### config.mk
export PLATFORM = sky130hd
export DESIGN_NAME = lru_key_value_cache_unit_flat
export DESIGN_NICKNAME = d
export VERILOG_FILES = /design/src/rtl/lkv_pkg.sv /design/src/rtl/lkv_req_if.sv /design/src/rtl/lkv_rsp_if.sv /design/src/rtl/lkv_in_stage.sv /design/src/rtl/lkv_out_stage.sv /design/src/rtl/lkv_core.sv /design/src/rtl/lru_key_value_cache_unit.sv /design/src/flat_wrapper.sv
export VERILOG_INCLUDE_DIRS = /design/src /design/src/rtl
export SDC_FILE = /design/constraint.sdc
export NUM_CORES = 2
export LEC_CHECK = 0
export ABC_AREA = 1
export BUFFER_PORTS_ARGS = -buffer_cell sky130_fd_sc_hd__buf_2
export CORE_MARGIN = 2
export CORE_UTILIZATION = 40
export DETAILED_ROUTE_END_ITERATION = 8
export GPL_ROUTABILITY_DRIVEN = 1
export PLACE_DENSITY = 0.59
export SLEW_MARGIN = 20
export SYNTH_ARGS = -nofsm -noshare
export SYNTH_HDL_FRONTEND = slang
export SYNTH_HIERARCHICAL = 1
export SYNTH_SLANG_ARGS = --single-unit
### constraint.sdc
create_clock -name clk -period 10.5 [get_ports clk]
set_clock_uncertainty 0.1 [all_clocks]
set_input_delay 2.1 -clock clk [delete_from_list [all_inputs] [get_ports clk]]
set_output_delay 2.1 -clock clk [all_outputs]
set_load 0.01 [all_outputs]
### src/rtl/lru_key_value_cache_unit_assert.svh
// Assertion macros for the LRU key-value cache.
// Each macro expects clk and rst_n to be visible in the using module.
`ifndef LRU_KEY_VALUE_CACHE_UNIT_ASSERT_SVH
`define LRU_KEY_VALUE_CACHE_UNIT_ASSERT_SVH

// Same-cycle implication.
`define LKV_ASSERT_IMPLY(lbl, ante, cons, msg) \
    lbl: assert property (@(posedge clk) disable iff (!rst_n) (ante) |-> (cons)) \
        else $error(msg);

// Next-cycle implication.
`define LKV_ASSERT_NEXT(lbl, ante, cons, msg) \
    lbl: assert property (@(posedge clk) disable iff (!rst_n) (ante) |=> (cons)) \
        else $error(msg);

`endif

### src/rtl/lkv_pkg.sv
// ----------------------------------------------------------------------------
// lkv_pkg
// Shared types and constants for the LRU key-value cache.
// ----------------------------------------------------------------------------
package lkv_pkg;

    localparam int MAX_ENTRIES = 16;
    localparam int IDX_W       = (MAX_ENTRIES > 1) ? $clog2(MAX_ENTRIES) : 1;
    localparam int CNT_W       = $clog2(MAX_ENTRIES + 1);
    localparam int CAP_W       = 5;
    localparam int DATA_W      = 32;

    localparam logic             ACT_GET    = 1'b0;
    localparam logic             ACT_PUT    = 1'b1;
    localparam logic [CAP_W-1:0] CAP_RESET  = 5'd16;
    localparam logic [DATA_W-1:0] MISS_VALUE = 32'hFFFF_FFFF;

    typedef struct packed {
        logic                     action;
        logic signed [DATA_W-1:0] key;
        logic signed [DATA_W-1:0] value;
    } req_t;

    typedef struct packed {
        logic                     found;
        logic signed [DATA_W-1:0] read_value;
    } rsp_t;

endpackage

### src/rtl/lkv_req_if.sv
// ----------------------------------------------------------------------------
// lkv_req_if
// Request channel: valid/ready handshake carrying one get or put word.
// ----------------------------------------------------------------------------
interface lkv_req_if import lkv_pkg::*; ();

    logic                     valid;
    logic                     ready;
    logic                     action;
    logic signed [DATA_W-1:0] key;
    logic signed [DATA_W-1:0] value;

    modport source (output valid, output action, output key, output value, input ready);
    modport sink   (input valid, input action, input key, input value, output ready);

endinterface

### src/rtl/lkv_rsp_if.sv
// ----------------------------------------------------------------------------
// lkv_rsp_if
// Response channel: valid/ready handshake carrying one get result word.
// ----------------------------------------------------------------------------
interface lkv_rsp_if import lkv_pkg::*; ();

    logic                     valid;
    logic                     ready;
    logic                     found;
    logic signed [DATA_W-1:0] read_value;

    modport source (output valid, output found, output read_value, input ready);
    modport sink   (input valid, input found, input read_value, output ready);

endinterface

### src/rtl/lkv_in_stage.sv
// ----------------------------------------------------------------------------
// lkv_in_stage
// Input register: captures one request word, released when the core takes it.
// ----------------------------------------------------------------------------
module lkv_in_stage import lkv_pkg::*; (
    input  logic       clk,
    input  logic       rst_n,
    lkv_req_if.sink    req,
    output req_t       head,
    output logic       head_valid,
    input  logic       pop
);

    logic valid_reg;
    logic valid_next;
    req_t data_reg;
    logic load;

    assign req.ready  = !valid_reg || pop;
    assign load       = req.valid && req.ready;
    assign head       = data_reg;
    assign head_valid = valid_reg;

    always_comb
    begin
        if (load)
        begin
            valid_next = 1'b1;
        end
        else if (pop)
        begin
            valid_next = 1'b0;
        end
        else
        begin
            valid_next = valid_reg;
        end
    end

    always_ff @(posedge clk or negedge rst_n)
    begin
        if (!rst_n)
        begin
            valid_reg <= 1'b0;
        end
        else
        begin
            valid_reg <= valid_next;
        end
    end

    always_ff @(posedge clk)
    begin
        if (load)
        begin
            data_reg.action <= req.action;
            data_reg.key    <= req.key;
            data_reg.value  <= req.value;
        end
    end

endmodule

### src/rtl/lkv_out_stage.sv
// ----------------------------------------------------------------------------
// lkv_out_stage
// Result register: holds one get result until the consumer takes it.
// ----------------------------------------------------------------------------
module lkv_out_stage import lkv_pkg::*; (
    input  logic       clk,
    input  logic       rst_n,
    input  logic       push,
    input  rsp_t       data,
    output logic       can_take,
    lkv_rsp_if.source  rsp
);

    logic valid_reg;
    logic valid_next;
    rsp_t data_reg;

    assign can_take       = !valid_reg || rsp.ready;
    assign rsp.valid      = valid_reg;
    assign rsp.found      = data_reg.found;
    assign rsp.read_value = data_reg.read_value;

    always_comb
    begin
        if (push)
        begin
            valid_next = 1'b1;
        end
        else if (rsp.ready)
        begin
            valid_next = 1'b0;
        end
        else
        begin
            valid_next = valid_reg;
        end
    end

    always_ff @(posedge clk or negedge rst_n)
    begin
        if (!rst_n)
        begin
            valid_reg <= 1'b0;
        end
        else
        begin
            valid_reg <= valid_next;
        end
    end

    always_ff @(posedge clk)
    begin
        if (push)
        begin
            data_reg <= data;
        end
    end

endmodule

### src/rtl/lkv_core.sv
// ----------------------------------------------------------------------------
// lkv_core
// Entry store with parallel key match, recency ranks and combinational update.
// ----------------------------------------------------------------------------
`include "lru_key_value_cache_unit_assert.svh"

module lkv_core import lkv_pkg::*; (
    input  logic             clk,
    input  logic             rst_n,
    input  logic             cfg_we,
    input  logic [CAP_W-1:0] cfg_wdata,
    input  req_t             head,
    input  logic             head_valid,
    input  logic             res_can_take,
    output logic             pop,
    output logic             res_push,
    output rsp_t             res_data
);

    logic [CAP_W-1:0]  capacity_reg;
    logic [CNT_W-1:0]  occ_reg;
    logic [CNT_W-1:0]  occ_next;
    logic [MAX_ENTRIES-1:0] valid_reg;
    logic [MAX_ENTRIES-1:0] valid_next;
    logic [IDX_W-1:0]  rank_reg  [MAX_ENTRIES];
    logic [IDX_W-1:0]  rank_next [MAX_ENTRIES];
    logic [DATA_W-1:0] key_reg   [MAX_ENTRIES];
    logic [DATA_W-1:0] val_reg   [MAX_ENTRIES];

    logic [CNT_W-1:0]  eff_cap;
    logic [CNT_W-1:0]  occ_m1;
    logic [MAX_ENTRIES-1:0] hit_vec;
    logic [MAX_ENTRIES-1:0] old_vec;
    logic [IDX_W-1:0]  hit_idx;
    logic [IDX_W-1:0]  old_idx;
    logic [IDX_W-1:0]  free_idx;
    logic [IDX_W-1:0]  slot;
    logic [IDX_W-1:0]  hit_rank;
    logic              hit;
    logic              evict;
    logic              is_put;
    logic              write_slot;

    // Capacity zero acts as one; anything above the store size saturates.
    always_comb
    begin
        if (capacity_reg == '0)
        begin
            eff_cap = CNT_W'(1);
        end
        else if (int'(capacity_reg) > MAX_ENTRIES)
        begin
            eff_cap = CNT_W'(MAX_ENTRIES);
        end
        else
        begin
            eff_cap = CNT_W'(capacity_reg);
        end
    end

    assign occ_m1 = occ_reg - CNT_W'(1);

    // Keys are unique among valid entries, and valid ranks are a permutation
    // of 0..occ-1, so both match vectors are one-hot or empty.
    always_comb
    begin
        hit_idx  = '0;
        old_idx  = '0;
        free_idx = '0;
        for (int i = 0; i < MAX_ENTRIES; i++)
        begin
            hit_vec[i] = valid_reg[i] && (key_reg[i] == head.key);
            old_vec[i] = valid_reg[i] && (rank_reg[i] == occ_m1[IDX_W-1:0]);
            if (hit_vec[i])
            begin
                hit_idx = hit_idx | IDX_W'(i);
            end
            if (old_vec[i])
            begin
                old_idx = old_idx | IDX_W'(i);
            end
        end
        for (int i = MAX_ENTRIES - 1; i >= 0; i--)
        begin
            if (!valid_reg[i])
            begin
                free_idx = IDX_W'(i);
            end
        end
    end

    assign hit      = |hit_vec;
    assign hit_rank = rank_reg[hit_idx];
    assign evict    = (occ_reg >= eff_cap);
    assign is_put   = (head.action == ACT_PUT);

    always_comb
    begin
        priority if (hit)
        begin
            slot = hit_idx;
        end
        else if (evict)
        begin
            slot = old_idx;
        end
        else
        begin
            slot = free_idx;
        end
    end

    // A get needs room in the result register; a put never produces a word.
    assign pop        = head_valid && (is_put || res_can_take);
    assign res_push   = pop && !is_put;
    assign write_slot = pop && is_put;

    assign res_data.found      = hit;
    assign res_data.read_value = hit ? val_reg[hit_idx] : MISS_VALUE;

    always_comb
    begin
        valid_next = valid_reg;
        occ_next   = occ_reg;
        for (int i = 0; i < MAX_ENTRIES; i++)
        begin
            rank_next[i] = rank_reg[i];
        end
        if (pop && hit)
        begin
            for (int i = 0; i < MAX_ENTRIES; i++)
            begin
                if (valid_reg[i] && (rank_reg[i] < hit_rank))
                begin
                    rank_next[i] = rank_reg[i] + IDX_W'(1);
                end
            end
            rank_next[slot] = '0;
        end
        else if (write_slot)
        begin
            // Insert: every surviving entry ages by one.
            for (int i = 0; i < MAX_ENTRIES; i++)
            begin
                if (valid_reg[i] && !(evict && (IDX_W'(i) == slot)))
                begin
                    rank_next[i] = rank_reg[i] + IDX_W'(1);
                end
            end
            rank_next[slot]  = '0;
            valid_next[slot] = 1'b1;
            if (!evict)
            begin
                occ_next = occ_reg + CNT_W'(1);
            end
        end
    end

    always_ff @(posedge clk or negedge rst_n)
    begin
        if (!rst_n)
        begin
            capacity_reg <= CAP_RESET;
            occ_reg      <= '0;
            valid_reg    <= '0;
            for (int i = 0; i < MAX_ENTRIES; i++)
            begin
                rank_reg[i] <= '0;
            end
        end
        else
        begin
            if (cfg_we)
            begin
                capacity_reg <= cfg_wdata;
            end
            occ_reg   <= occ_next;
            valid_reg <= valid_next;
            for (int i = 0; i < MAX_ENTRIES; i++)
            begin
                rank_reg[i] <= rank_next[i];
            end
        end
    end

    always_ff @(posedge clk)
    begin
        if (write_slot)
        begin
            key_reg[slot] <= head.key;
            val_reg[slot] <= head.value;
        end
    end

    `LKV_ASSERT_IMPLY(a_hit_onehot, 1'b1, $onehot0(hit_vec), "key matches more than one entry")
    `LKV_ASSERT_IMPLY(a_occ_count, 1'b1, $countones(valid_reg) == int'(occ_reg),
                      "occupancy out of step with valid entries")
    `LKV_ASSERT_IMPLY(a_evict_target, pop && is_put && !hit && evict, $onehot(old_vec),
                      "no unique least recent entry to evict")
    `LKV_ASSERT_NEXT(a_touch_rank, pop && hit, rank_reg[$past(hit_idx)] == '0,
                     "touched entry is not most recent")

endmodule

### src/rtl/lru_key_value_cache_unit.sv
// ----------------------------------------------------------------------------
// lru_key_value_cache_unit
// Fully associative key-value cache with least-recently-used replacement.
// ----------------------------------------------------------------------------
//  channel | dir | handshake        | word
//  --------+-----+------------------+--------------------------------
//  req     | in  | valid / ready    | action, key, value
//  rsp     | out | valid / ready    | found, read_value (gets only)
//  cfg     | in  | cfg_we, no ready | cfg_wdata = capacity
//
//  One request word per cycle while no get is held by a stalled result register;
//  match, rank update and write are combinational between the input register
//  and the result register, so a get result is valid on rsp from the result
//  register. The rate is set by the combinational 16-entry rank update.
//  Reset empties the cache and sets capacity to 16; no clearing pass.
//  A stalled result register holds further gets in the input register;
//  puts keep flowing while a result waits.
module lru_key_value_cache_unit import lkv_pkg::*; (
    input  logic             clk,
    input  logic             rst_n,
    lkv_req_if.sink          req,
    lkv_rsp_if.source        rsp,
    input  logic             cfg_we,
    input  logic [CAP_W-1:0] cfg_wdata
);

    req_t head;
    logic head_valid;
    logic pop;
    logic res_push;
    logic res_can_take;
    rsp_t res_data;

    lkv_in_stage u_in_stage (
        .clk        (clk),
        .rst_n      (rst_n),
        .req        (req),
        .head       (head),
        .head_valid (head_valid),
        .pop        (pop)
    );

    lkv_core u_core (
        .clk          (clk),
        .rst_n        (rst_n),
        .cfg_we       (cfg_we),
        .cfg_wdata    (cfg_wdata),
        .head         (head),
        .head_valid   (head_valid),
        .res_can_take (res_can_take),
        .pop          (pop),
        .res_push     (res_push),
        .res_data     (res_data)
    );

    lkv_out_stage u_out_stage (
        .clk      (clk),
        .rst_n    (rst_n),
        .push     (res_push),
        .data     (res_data),
        .can_take (res_can_take),
        .rsp      (rsp)
    );

endmodule
### src/flat_wrapper.sv
// flat-port wrapper written by rule: the top's interface ports become plain ports
module lru_key_value_cache_unit_flat import lkv_pkg::*;
  (clk, rst_n, cfg_we, cfg_wdata, req_valid, req_action, req_key, req_value, req_ready, rsp_valid, rsp_found, rsp_read_value, rsp_ready);
  lkv_req_if req_i ();
  lkv_rsp_if rsp_i ();
  input  logic clk;
  input  logic rst_n;
  input  logic cfg_we;
  input  logic [CAP_W-1:0] cfg_wdata;
  input wire logic [$bits(req_i.valid)-1:0] req_valid;
  input wire logic [$bits(req_i.action)-1:0] req_action;
  input wire logic [$bits(req_i.key)-1:0] req_key;
  input wire logic [$bits(req_i.value)-1:0] req_value;
  output wire logic [$bits(req_i.ready)-1:0] req_ready;
  output wire logic [$bits(rsp_i.valid)-1:0] rsp_valid;
  output wire logic [$bits(rsp_i.found)-1:0] rsp_found;
  output wire logic [$bits(rsp_i.read_value)-1:0] rsp_read_value;
  input wire logic [$bits(rsp_i.ready)-1:0] rsp_ready;
  assign req_i.valid = req_valid;
  assign req_i.action = req_action;
  assign req_i.key = req_key;
  assign req_i.value = req_value;
  assign req_ready = req_i.ready;
  assign rsp_valid = rsp_i.valid;
  assign rsp_found = rsp_i.found;
  assign rsp_read_value = rsp_i.read_value;
  assign rsp_i.ready = rsp_ready;
  lru_key_value_cache_unit u_core (.clk(clk), .rst_n(rst_n), .req(req_i), .rsp(rsp_i), .cfg_we(cfg_we), .cfg_wdata(cfg_wdata));
endmodule
# [Word level (Yosys, flattened, before mapping)]
# Memory sizes are Yosys's and may differ from the RTL's. A register that Yosys moved wholly into a read port is not among the register bits.
# Index checks and enable logic that the tools add are counted.
[totals] reg_bits=158 latch_bits=0 ram_bits=1024 rom_bits=0 output_inout_bits=35 n_memories=2
[op_classes] add_sub_neg=18 n_mul=0 n_div=0 n_lt_le_gt_ge=23 eq_ne=46 shifts=0 n_mux=145 n_bitwise=8 reduce_logical=117
[memory_table] name="u_core.u_core.key_reg" depth=16 width=32 read_ports=16 rd_clocked_by_memory_dff=0 write_ports=1 line="lkv_core.sv:27" source="logic [DATA_W-1:0] key_reg [MAX_ENTRIES];"
[memory_table] name="u_core.u_core.val_reg" depth=16 width=32 read_ports=1 rd_clocked_by_memory_dff=1 write_ports=1 line="lkv_core.sv:28" source="logic [DATA_W-1:0] val_reg [MAX_ENTRIES];"
[op_table] cell="== test 32 bit" count=16
[op_table] cell="two-way mux 4 bit" count=117
[op_table] cell="AND 64 bit" count=2
[op_table] cell="two-way mux 64 bit" count=2
[op_table] cell="logical AND 1 bit" count=86
[op_table] cell="adder 4 x 1 -> 4 bit (second input constant)" count=16
[op_table] cell="less-than comparator 4 bit" count=16
[op_table] cell="inverter 64 bit" count=1
[op_table] cell="== test 4 bit" count=15
[op_table] cell="== test 4 bit (first input constant)" count=8
[op_table] cell="two-way mux 3 bit" count=8
[op_table] cell="zero test 1 bit" count=20
[op_table] cell="binary-select mux 4 bit (select 4 bit)" count=1
[op_table] cell="demux 4 bit (select 4 bit)" count=1
[op_table] cell="== test 3 x 4 -> 1 bit (first input constant)" count=4
[op_table] cell="bitwise OR 16 bit" count=1
[op_table] cell="OR reduction 16 bit" count=1
[op_table] cell="greater-or-equal comparator 5 bit (second input constant)" count=2
[op_table] cell="two-way mux 5 bit" count=2
[op_table] cell="inverter 4 -> 5 bit" count=2
[op_table] cell="two-way mux 1 bit" count=9
[op_table] cell="== test 2 x 4 -> 1 bit (first input constant)" count=2
[op_table] cell="two-way mux 2 bit" count=4
[op_table] cell="nonzero test 2 bit" count=3
[op_table] cell="15 further kinds" count=18

# [Logic depth before layout (Yosys ltp)]
[depth] word_depth=30 mapped_depth=32 mapped_depth_nobuf=27

# [Cells and area by module]
# Netlist, hierarchy kept.
[modules_own_cells] module="lkv_core" n_inst=1 cells_each=6215 area_each_um2=57591.5 seq_area_each_um2=33002.9
[modules_own_cells] module="lkv_in_stage" n_inst=1 cells_each=71 area_each_um2=1996.9 seq_area_each_um2=1976.9
[modules_own_cells] module="lkv_out_stage" n_inst=1 cells_each=38 area_each_um2=1036.0 seq_area_each_um2=1016.0

# [Least setup slack after synthesis]
# OpenSTA, ideal clock, no wires.
[synth_timing] kind="input port to flip-flop" startpoint="input rsp_ready" endpoint="register u_core.u_in_stage.data_reg, in the netlist u_core/u_in_stage/head[0] (enable)" setup_time_ns=0.509 t_arrival_ns=5.542 required_time_ns=9.891 path_slack_ns=4.349 cell_stages=6 n_path_buf=0 path_cell_list="inv_1 -> nand2_2 -> nand2_1 -> nand2_1 -> inv_1 -> a21oi_1"
[synth_via] elab_chain_len=5
[synth_rtl] item="start, declared" line="flat_wrapper.sv:18" source="input wire logic [$bits(rsp_i.ready)-1:0] rsp_ready;"
[synth_rtl] item="logical OR 1 bit" line="lkv_out_stage.sv:18" source="assign can_take = !valid_reg || rsp.ready;"
[synth_rtl] item="net u_core.res_can_take" line="lru_key_value_cache_unit.sv:31" source="logic res_can_take;"
[synth_rtl] item="logical OR 1 bit" line="lkv_core.sv:114" source="assign pop = head_valid && (is_put || res_can_take);"
[synth_rtl] item="logical AND 1 bit" line="lkv_core.sv:114"
[synth_rtl] item="net u_core.pop" line="lru_key_value_cache_unit.sv:29" source="logic pop;"
[synth_rtl] item="logical OR 1 bit" line="lkv_in_stage.sv:19" source="assign req.ready = !valid_reg || pop;"
[synth_rtl] item="logical AND 1 bit" line="lkv_in_stage.sv:20" source="assign load = req.valid && req.ready;"
[synth_rtl] item="net u_core.u_in_stage.load" line="lkv_in_stage.sv:17" source="logic load;"
[synth_rtl] item="end, declared" line="lkv_in_stage.sv:16" source="req_t data_reg;"
# The timed path passes the listed nets, and every way through them passes these cells.
# A chain may end at the register's enable or synchronous reset.

# [Worst setup path in the final report]
[layout_timing] startpoint="register u_core.u_in_stage.data_reg, in the netlist u_core/u_in_stage/head[56]" endpoint="register u_core/u_core/rank_reg[11] in the netlist's numbering"
[layout_via] elab_chain_len=28
[layout_rtl] item="parallel branches: the longest is 28 deep, another holds == test 32 bit"
[layout_rtl] item="end signal, assigned by index" line="lkv_core.sv:181" source="rank_reg[i] <= rank_next[i];"
[layout_rtl] item="end, declared" line="lkv_core.sv:25" source="logic [IDX_W-1:0] rank_reg [MAX_ENTRIES];"
# Several ways; the timed one is not identified. The select of a mux whose other input is x is not followed.

==> impl_metrics.toml <==
[critical_path]
crit_fanout = 146
cpLargestDelayFamily = "simple AND/OR/NAND/NOR gates"
critPathArrivalTime_ns = 7.74
start_kind = "register"
path_class = "reg -> reg"
critPathMaxStageDelay_ns = 0.79
worst_path_most_repeated_cell = "nand2_1"
crit_required_ns = 11.09
slowest_stage = "buf_4"
worst-path-buf-inv = 3
cp-end-kind = "register"

[sta]
final-setup-viol-count = 0
min_period_ns = 7.15
slew_viol_final = 0
hold_viol_final = 0
period_share = 0.681
rsz0062_at_grt = "false"
worst_slew_pin_slew_ns = 1.16
finalSetupTns_ns = 0
max_freq_ghz = 0.140
relSlewSlack = 0.229

[pwr]
p_int_mw = 10.0
powerDensity_mw_per_mm2 = 236
p_clk_frac = 0.292
pwr-share-seq = 0.427
combinationalPowerShare = 0.281
sw_frac_of_total = 0.373
max-vdd-ir-drop_v = 0.000220
p_switching_mw = 5.96
leakage_nw = 26.1

[logic_synthesis]
yosys.area_share.simple = 0.252
synthXorXnorAreaFrac = 0.0264
synth_top_family_by_area = "simple AND/OR/NAND/NOR gates"
yosys.area.top_type_share = 0.556
synth.net_count = 6470
synth_compound_area_frac = 0.0549
ys.warnings.count = 6
synth_cell_types = 59
synthMuxAreaShare = 0.000165
synth_largest_area_cell = "edfxtp_1"
yosysSeqAreaShare = 0.594
synthTopCellsByArea = "edfxtp_1 56%, nand2_1 12%, nand3_1 4.6%, dfrtp_1 3.8%, inv_1 3.1%"
postSynthAreaPerCell_um2 = 9.59
syn-cell-area_mm2 = 0.0606
synth-adder-area-share = 0.0147
yosys_most_used_dff = "edfxtp_1"
postSynth.asyncResetShare = 0.0758
synth_enable_flop_cells = 1122
synth_cells = 6324
synth-seq-cells = 1214

[floorplan]
fp.dieW_um = 393
die_y_um = 393
pin_count = 110
dieArea_mm2 = 0.155
start_util = 0.404
core-area_mm2 = 0.150
num_rows = 142

[routing]
drc = 0
wl_per_cell_um = 24.6
first_pass_iters = 6
first_iter_violations = 5901
viasPerCell = 5.60
ant_nets = 0
vias = 47800
wl_um = 210000

[clock_tree]
htreeDepth = 4
cts_inserted_buffers = 137
cts_tree = "yes"
cts_resized = 0
postCtsHoldBufs = 0
clk_latency_ns = 0.81
root_buffer = "clkbuf_16"
cts_num_sinks = 1214
post_cts_buffers = 0
clk_pin_slew_worst_paths_ns = 0.06
clockBufferDepth = 3

[final_layout]
final_util = 0.450
drive_above_1_share = 0.0929
nets = 6550
syn2layout_area_growth_pct = 11.5

[placement]
gp_congestion = 0.973
placement.io_buffers = 109
dpl.hpwl_um = 128000

[global_routing]
grt_max_degree = 147
overflow = 0
grt_util_all_layers = 0.264
grt_pass1_vias = 44500
grt_pass1_wl_um = 303000
antenna_found_initial = 5

[outcome]
outcome = "finished, final reports clean"

[run]
maxCapViolCount = 0

[worst_hold_path]
hold_path.class = "reg -> reg"
[cells by family after synthesis]
kind of cell    Yosys count
simple gates           3470
flops                  1214
buf+inv                 822
compound gates          563
xor+xnor                183
fa+ha+maj                71
mux                       1
[cell type report]
cell class	instances	area, um2
fillers	14200	82500
flip-flops and latches	1214	36000
clock buffers	179	3610
clock inverters	68	728
inverters	549	2080
repair buffers	214	1380
well taps	2016	2520
multi-input cells	4288	21300
diodes	3	7.51
[final timing paths]
check,end,depth (start not counted),startpoint,slack [ns]
hold / removal,u_core/u_core/occ_reg[4]$_DFFE_PN0P_,1,u_core/u_core/occ_reg[4]$_DFFE_PN0P_,0.38
setup / recovery,u_core/u_core/rank_reg[11]$_DFFE_PN0P_,25,u_core/u_in_stage/head[56]$_DFFE_PP_,3.35
setup reg to reg,u_core/u_core/rank_reg[11]$_DFFE_PN0P_,25,u_core/u_in_stage/head[56]$_DFFE_PP_,3.35
max in group asynchronous,u_core/u_core/rank_reg[57]$_DFFE_PN0P_,2,rst_n,7.80
min in group asynchronous,u_core/u_core/capacity_reg[1]$_DFFE_PN0P_,1,rst_n,1.17
hold reg to reg,u_core/u_core/occ_reg[4]$_DFFE_PN0P_,1,u_core/u_core/occ_reg[4]$_DFFE_PN0P_,0.38
[power groups by stage]
stage	Sequential, mW	Combinational (mW)	Clock, mW
final	6.82	4.49	4.66
after global routing	6.89	4.88	4.92
after CTS	6.81	4.42	4.74
after detailed placement	6.90	4.40	0
after global placement	6.89	4.37	0
after floorplan	6.70	3.07	0
[cell usage after synthesis, types with 5 or more instances]
master,number
xnor2_1,104
a211oi_1,83
nor3_1,55
buf_2,104
a31oi_1,14
edfxtp_1,1122
nand2_4,7
nand3_4,10
clkbuf_1,93
nor2_4,9
o2111ai_1,9
nand3_2,5
inv_1,507
or2_2,67
nand2_1,1936
inv_2,38
a21oi_1,143
nand4_1,196
nand2_2,32
buf_1,18
nor4_1,35
o21ai_1,49
nor2_2,5
nand3_1,555
dfrtp_1,91
nor3b_1,11
o22ai_1,61
buf_4,37
ha_1,71
o21ai_0,157
a221oi_1,17
nand3b_1,13
or2_0,7
xor2_1,79
nor2_1,467
a22oi_1,6
or2_1,38
buf_6,21
o221ai_1,8
[layer usage]
metal	up-vias	share of wire	track usage
li1	21700	-	-
met1	23100	0.43	0.381
met2	2515	0.43	0.395
met3	413	0.098	0.0500
met4	0	0.038	0.0965
met5	-	0	0
[cell usage in the layout, fill, tap and decap left out, types with 102 or more instances in the layout]
cell type / instances
o21ai_0: 157
a21oi_1: 141
nand2_1: 1935
nor2_1: 450
buf_4: 102
nand3_1: 555
buf_2: 108
nand4_1: 196
inv_1: 507
xnor2_1: 104
clkbuf_16: 137
edfxtp_1: 1122
[through the flow]
step	std cells	hold slack [ns]	cell area, um2	power (mW)	setup slack (ns)
after global routing	8528	0.409	67600	16.7	2.85
after global placement	8280	0.366	63200	11.3	3.50
after floorplan	6324	0.346	60600	9.78	4.35
final	8531	0.384	67600	16.0	3.35
after detailed placement	8280	0.383	63200	11.3	3.49
after CTS	8527	0.393	67600	16.0	3.44
Power figures use the tool's default switching activity.
